<file path="src/rtl/slcd_pkg.sv">
// slcd_pkg: shared types and constants for the sync/length/checksum deframer.
// Used by slcd_parser, slcd_out_reg and sync_length_checksum_deframer.
// No dependencies.
package slcd_pkg;

   localparam logic [7:0]  SYNC_FIRST       = 8'hAA;
   localparam logic [7:0]  SYNC_SECOND      = 8'h55;
   localparam logic [15:0] MIN_FRAME_LENGTH = 16'd6;
   localparam logic [15:0] HEADER_LENGTH    = 16'd5;
   localparam logic [15:0] MAX_LENGTH_RESET = 16'd512;

   localparam logic [15:0] POS_SYNC1   = 16'd1;
   localparam logic [15:0] POS_SYNC2   = 16'd2;
   localparam logic [15:0] POS_LEN_HI  = 16'd3;
   localparam logic [15:0] POS_LEN_LO  = 16'd4;

   typedef enum logic [1:0] {
      KIND_PAYLOAD  = 2'd0,
      KIND_ACCEPT   = 2'd1,
      KIND_CSUM_ERR = 2'd2,
      KIND_LEN_ERR  = 2'd3
   } kind_type;

   typedef struct packed {
      kind_type    kind;
      logic [7:0]  data_byte;
      logic [7:0]  frame_kind;
      logic [15:0] frame_length;
   } result_type;

endpackage

</file>
<file path="src/rtl/slcd_parser.sv">
// slcd_parser: frame parse state, running checksum and the max-length register.
// Produces at most one result per accepted byte, combinationally from the beat.
// Depends on slcd_pkg.
module slcd_parser
   import slcd_pkg::*;
(
   input  logic        clock,
   input  logic        reset,
   input  logic        beat,
   input  logic [7:0]  rx_byte,
   input  logic        csr_write,
   input  logic [15:0] csr_data,
   output logic        res_valid,
   output result_type  res
);

   typedef enum logic [2:0] {
      PH_HUNT1  = 3'd0,
      PH_HUNT2  = 3'd1,
      PH_LEN_HI = 3'd2,
      PH_LEN_LO = 3'd3,
      PH_TYPE   = 3'd4,
      PH_BODY   = 3'd5
   } phase_type;

   phase_type   phase_ff, phase_in;
   logic [15:0] pos_ff, pos_in;
   logic [15:0] len_ff, len_in;
   logic [7:0]  sum_ff, sum_in;
   logic [7:0]  type_ff, type_in;
   logic [15:0] max_len_ff;

   logic [15:0] len_full;
   logic [16:0] pos_next;
   logic [7:0]  sum_add;

   assign len_full = {len_ff[15:8], rx_byte};
   assign pos_next = {1'b0, pos_ff} + 17'd1;
   assign sum_add  = sum_ff + rx_byte;

   always_comb begin
      phase_in  = phase_ff;
      pos_in    = pos_ff;
      len_in    = len_ff;
      sum_in    = sum_ff;
      type_in   = type_ff;
      res_valid = 1'b0;
      res       = '{kind: KIND_PAYLOAD, data_byte: 8'd0, frame_kind: type_ff,
                    frame_length: len_ff};
      case (phase_ff)
         PH_HUNT2: begin
            if (rx_byte == SYNC_SECOND) begin
               sum_in   = SYNC_FIRST + SYNC_SECOND;
               pos_in   = POS_SYNC2;
               phase_in = PH_LEN_HI;
            end else if (rx_byte != SYNC_FIRST) begin
               phase_in = PH_HUNT1;
               pos_in   = '0;
               sum_in   = '0;
            end
         end
         PH_LEN_HI: begin
            len_in   = {rx_byte, 8'd0};
            sum_in   = sum_add;
            pos_in   = POS_LEN_HI;
            phase_in = PH_LEN_LO;
         end
         PH_LEN_LO: begin
            len_in = len_full;
            if (len_full < MIN_FRAME_LENGTH || len_full > max_len_ff) begin
               phase_in  = PH_HUNT1;
               pos_in    = '0;
               sum_in    = '0;
               res_valid = 1'b1;
               res       = '{kind: KIND_LEN_ERR, data_byte: 8'd0, frame_kind: 8'd0,
                             frame_length: len_full};
            end else begin
               sum_in   = sum_add;
               pos_in   = POS_LEN_LO;
               phase_in = PH_TYPE;
            end
         end
         PH_TYPE: begin
            type_in  = rx_byte;
            sum_in   = sum_add;
            pos_in   = HEADER_LENGTH;
            phase_in = PH_BODY;
         end
         PH_BODY: begin
            res_valid = 1'b1;
            if (pos_next >= {1'b0, len_ff}) begin
               phase_in = PH_HUNT1;
               pos_in   = '0;
               sum_in   = '0;
               res.kind = (rx_byte == sum_ff) ? KIND_ACCEPT : KIND_CSUM_ERR;
            end else begin
               sum_in        = sum_add;
               pos_in        = pos_next[15:0];
               res.data_byte = rx_byte;
            end
         end
         default: begin
            if (rx_byte == SYNC_FIRST) begin
               phase_in = PH_HUNT2;
               pos_in   = POS_SYNC1;
            end else begin
               phase_in = PH_HUNT1;
               pos_in   = '0;
               sum_in   = '0;
            end
         end
      endcase
   end

   always_ff @(posedge clock) begin
      if (reset) begin
         phase_ff   <= PH_HUNT1;
         pos_ff     <= '0;
         len_ff     <= '0;
         sum_ff     <= '0;
         type_ff    <= '0;
         max_len_ff <= MAX_LENGTH_RESET;
      end else begin
         if (beat) begin
            phase_ff <= phase_in;
            pos_ff   <= pos_in;
            len_ff   <= len_in;
            sum_ff   <= sum_in;
            type_ff  <= type_in;
         end
         if (csr_write) begin
            max_len_ff <= csr_data;
         end
      end
   end

endmodule

</file>
<file path="src/rtl/slcd_out_reg.sv">
// slcd_out_reg: result register between the parser and the rsp channel.
// Reloads in the same cycle its beat is taken, so one result per cycle flows unless rsp stalls.
// Depends on slcd_pkg.
module slcd_out_reg
   import slcd_pkg::*;
(
   input  logic       clock,
   input  logic       reset,
   input  logic       load,
   input  result_type load_data,
   input  logic       rsp_ready,
   output logic       can_load,
   output logic       rsp_valid,
   output result_type rsp_data
);

   logic       valid_ff, valid_in;
   result_type data_ff;

   assign can_load  = !valid_ff || rsp_ready;
   assign valid_in  = load || (valid_ff && !rsp_ready);
   assign rsp_valid = valid_ff;
   assign rsp_data  = data_ff;

   always_ff @(posedge clock) begin
      if (reset) begin
         valid_ff <= 1'b0;
      end else begin
         valid_ff <= valid_in;
      end
   end

   always_ff @(posedge clock) begin
      if (load) begin
         data_ff <= load_data;
      end
   end

endmodule

</file>
<file path="src/rtl/sync_length_checksum_deframer.sv">
// sync_length_checksum_deframer: byte-serial frame parser, top level.
// Depends on slcd_pkg, slcd_parser and slcd_out_reg.
//
// req channel: one received byte per beat (req_rx_byte).
// rsp channel: zero or one result per byte: a payload byte tagged with frame
//   type and length, or a final accept / checksum error / length error.
// csr channel: writes max_frame_length (reset value 512); always ready.
//   Write it only while no results are outstanding.
// Frames: 0xAA 0x55, 16-bit big-endian total length, type byte, payload,
//   checksum byte equal to the 8-bit sum of all earlier frame bytes.
// Output: a result is registered and shows on rsp the cycle after its byte is accepted.
// Throughput: one byte per cycle while rsp is not stalled; the parse state updates
//   on each beat and the one-entry result register reloads while its beat is taken.
// Stall: while rsp_valid is high and rsp_ready low, req_ready is low.
// Reset: synchronous; parser returns to hunting for 0xAA, result register
//   empties, max_frame_length returns to 512.
module sync_length_checksum_deframer
   import slcd_pkg::*;
(
   input  logic        clock,
   input  logic        reset,
   input  logic        req_valid,
   output logic        req_ready,
   input  logic [7:0]  req_rx_byte,
   output logic        rsp_valid,
   input  logic        rsp_ready,
   output logic [1:0]  rsp_result_kind,
   output logic [7:0]  rsp_data_byte,
   output logic [7:0]  rsp_frame_kind,
   output logic [15:0] rsp_frame_length,
   input  logic        csr_valid,
   output logic        csr_ready,
   input  logic [15:0] csr_max_frame_length
);

   logic       beat;
   logic       can_load;
   logic       res_valid;
   result_type res;
   result_type rsp_data;

   assign csr_ready = 1'b1;
   assign req_ready = can_load;
   assign beat      = req_valid && can_load;

   slcd_parser u_parser (
      .clock     (clock),
      .reset     (reset),
      .beat      (beat),
      .rx_byte   (req_rx_byte),
      .csr_write (csr_valid),
      .csr_data  (csr_max_frame_length),
      .res_valid (res_valid),
      .res       (res)
   );

   slcd_out_reg u_out_reg (
      .clock     (clock),
      .reset     (reset),
      .load      (beat && res_valid),
      .load_data (res),
      .rsp_ready (rsp_ready),
      .can_load  (can_load),
      .rsp_valid (rsp_valid),
      .rsp_data  (rsp_data)
   );

   assign rsp_result_kind  = rsp_data.kind;
   assign rsp_data_byte    = rsp_data.data_byte;
   assign rsp_frame_kind   = rsp_data.frame_kind;
   assign rsp_frame_length = rsp_data.frame_length;

endmodule

</file>
<file path="config.mk">
export PLATFORM = sky130hd
export DESIGN_NAME = sync_length_checksum_deframer
export DESIGN_NICKNAME = d
export VERILOG_FILES = /design/src/rtl/slcd_pkg.sv /design/src/rtl/slcd_parser.sv /design/src/rtl/slcd_out_reg.sv /design/src/rtl/sync_length_checksum_deframer.sv
export SDC_FILE = /design/constraint.sdc
export NUM_CORES = 1
export LEC_CHECK = 0
export BUFFER_PORTS_ARGS = -buffer_cell sky130_fd_sc_hd__buf_2
export CAP_MARGIN = 20
export CORE_ASPECT_RATIO = 1.75
export CORE_MARGIN = 4
export CORE_UTILIZATION = 25
export CTS_BUF_LIST = sky130_fd_sc_hd__clkbuf_8
export CTS_CLUSTER_DIAMETER = 30
export DETAILED_ROUTE_END_ITERATION = 6
export HOLD_SLACK_MARGIN = 0.08
export PLACE_DENSITY = 0.42
export SYNTH_ARGS = -nofsm -noshare
export SYNTH_HDL_FRONTEND = slang
export SYNTH_SLANG_ARGS = --single-unit
</file>
<file path="constraint.sdc">
create_clock -name clock -period 7.8 [get_ports clock]
set_clock_uncertainty 0.05 [all_clocks]
set_input_delay 0 -clock clock [delete_from_list [all_inputs] [get_ports clock]]
set_output_delay 0 -clock clock [all_outputs]
set_load 0.02 [all_outputs]
</file>
==> flow_summary.ini <==
[sta]
fin_crit_sh = 0.539
slew_headroom = 0.330
worst_pin_slew_ps = 1000
hold_viol_final = 0
fin_crit_ps = 4210
fin_ws_ps = 3590
timing.final.setup_violations = 0
rsz0062_at_grt = false
holdWs_ps = 89.6
setup_tns_ps = 0
final_max_slew_viol_count = 0
max_freq_mhz = 238

[route]
drtIter0Drc = 168
antenna_left = 0
routedWlPerCell_um = 17.4
vias = 4454
routed_via_density = 4.93
highest_layer = met4
drt_pre_antenna_iters = 4
wl_met3_um = 293
wl_met1_mm = 5.96
wl_met2_mm = 8.91
drt-total-wl_mm = 15.7
remaining_drc_errors = 0

[placement]
io_buffers = 64
dp_hpwl_mm = 11.5
post_dp_cell_area_um2 = 5860
dp_cells = 858
gp_congestion = 0.783
pre_cts_ws_ps = 3540

[worst_hold_path]
min_path_type = input pin to flop

[clock_tree]
path_clk_slew_ps = 120
cts_root_buffer = clkbuf_8
cts_max_level = 3
cts.sinks = 102
cts_hold_buffers = 28
clock_path_buffers = 2
numCtsBuffers = 9
clk_latency_ps = 390
cts_setup_buffers = 0
cts_resized = 0
cts_tree = done

[grt]
grt_pass1_vias = 4617
grt_first_pass_wirelength_mm = 24.7
grt_start_max_net_pins = 64
antenna_found_initial = 0
grt_overflow = 0
gr-usage-all-layers = 0.132

[cells_and_area]
drive_gt1_frac = 0.143
n_fill_cell = 2205
final_cell_mix = dfxtp_1 (68), buf_2 (64), nand2_1 (52)
final_area_um2 = 6350
diodes = 0
post-route-util = 0.304
layout_commonest_cell = dfxtp_1
num-nets-final = 717
finalNonFillerCells = 904
area_growth_pct = 19.0

[critical_path]
worstPathArrival_ps = 4480
path_class = flop to flop
crit_fanout = 11
crit_required_ps = 8070
end_kind = flop
worstSetupStartpointType = flop

[synthesis]
yosysWarnings = 0
synth_top_family_by_area = simple AND/OR/NAND/NOR gates
synth_compound_area_frac = 0.151
async_reset_ff_frac = 0
synth_seq_cells = 102
synth_edf_count = 34
ys.flop_type = dfxtp_1
ys_seq_area_frac = 0.446
synthesis.nets = 642
netlist_instances = 572
synthAdderAreaFrac = 0.0974
synth_mux_area_frac = 0.0433
syn_area_um2 = 5340
synth_xor_area_frac = 0.0361
ys_types = 58
avgSynthCellArea_um2 = 9.34
yosys.area_share.simple = 0.174

[floorplan]
die_y_um = 201
die_w_um = 118
num_io_pins = 66
initial_core_util = 0.255
dieArea_um2 = 23900
core-area_um2 = 20900
rows = 70

[power]
power.total_mw = 1.00
leakage_nw = 2.60
p_per_area_nw_per_um2 = 158
ir_worst_vdd_mv = 0.0644

[status]
status = finished, final reports clean

[flow_run]
drv_cap = 0
state kept, by name (all words and copies together), names as in the netlist:
signal	count
u_parser.pos_ff	16
u_parser.len_ff	16
u_out_reg.rsp_data	34
u_parser.max_len_ff	16
u_parser.sum_ff	8
u_parser.type_ff	8
u_out_reg.rsp_valid	1
u_parser.phase_ff	3
cell type report:
type                       instances  area, um^2  share of cell area
clock buffer                       9         124              0.0195
tap                              252         315              0.0496
sequential                       102        2380               0.375
multi-input combinational        402        2690               0.424
timing repair buffer              95         636               0.100
clock inverter                     7        66.3              0.0104
inverter                          37         139              0.0219
cells by family after synthesis:
kind of cell | count (synthesis)
AND/OR/NAND/NOR | 193
adder cells (fa/ha/maj) | 41
multiplexers | 23
buffers and inverters | 68
flip-flops | 102
other | 1
AO/OA/AOI/OAI | 122
XOR/XNOR | 22
path summary, 6_finish.rpt:
kind                                          from                     end  slack [ps]  depth (start not counted)
worst min-delay path                     csr_valid  u_parser.max_len_ff[9]          90                          2
worst max register to register  u_parser.pos_ff[0]      u_parser.pos_ff[3]        3590                         14
worst max-delay path            u_parser.pos_ff[0]      u_parser.pos_ff[3]        3590                         14
worst min register to register  u_parser.len_ff[6]      u_parser.len_ff[6]         410                          2
cell usage after synthesis, drive strengths merged (2+ instances only):
cell type,instances,share of area
nand2,52,0.037
a211oi,6,0.0094
edfxtp,34,0.19
nor2,50,0.036
o211ai,3,0.0042
a22oi,8,0.011
a21oi,40,0.037
nand2b,3,0.0035
a31oi,4,0.0047
a221o,7,0.013
and3,19,0.023
buf,5,0.0073
clkbuf,26,0.018
xnor2,12,0.020
nand3,22,0.021
o21bai,2,0.0028
a211o,3,0.0066
a21o,6,0.0084
inv,37,0.026
dfxtp,68,0.25
nand4,9,0.011
a32oi,2,0.0033
nor4,4,0.0047
o31ai,2,0.0028
nor2b,11,0.013
xor2,10,0.016
ha,40,0.094
and2,2,0.0023
nand4b,2,0.0033
mux2i,22,0.041
a31o,3,0.0049
a2111oi,2,0.0033
o21ai,24,0.022
nor3,16,0.016
worst max-delay path, cell delays in order, from the launching register on:
cell and delay [ps]:
dfxtp_1 420, ha_1 280, and3_4 210, and3_1 240, nand3_1 210, nor2_1 180
xor2_1 230, ha_1 290, nand4_1 150, nor3_1 70, a211o_1 340, a211o_4 390
nor3_2 680, a32oi_1 200, a21oi_1 180
report_power, final:
| part | internal, mW | switching [mW] | total [mW] |
|---|---|---|---|
| sequential | 0.555 | 0.00803 | 0.563 |
| clock | 0.125 | 0.210 | 0.335 |
| combinational | 0.0427 | 0.0620 | 0.105 |
layer usage:
layer / vias to the layer above / global-route usage
met5: - / 0
met4: 0 / 0.0655
met3: 30 / 0.0132
met2: 74 / 0.259
met1: 2151 / 0.138
li1: 2199 / -
Note: power is estimated with default switching activity, not from simulation.
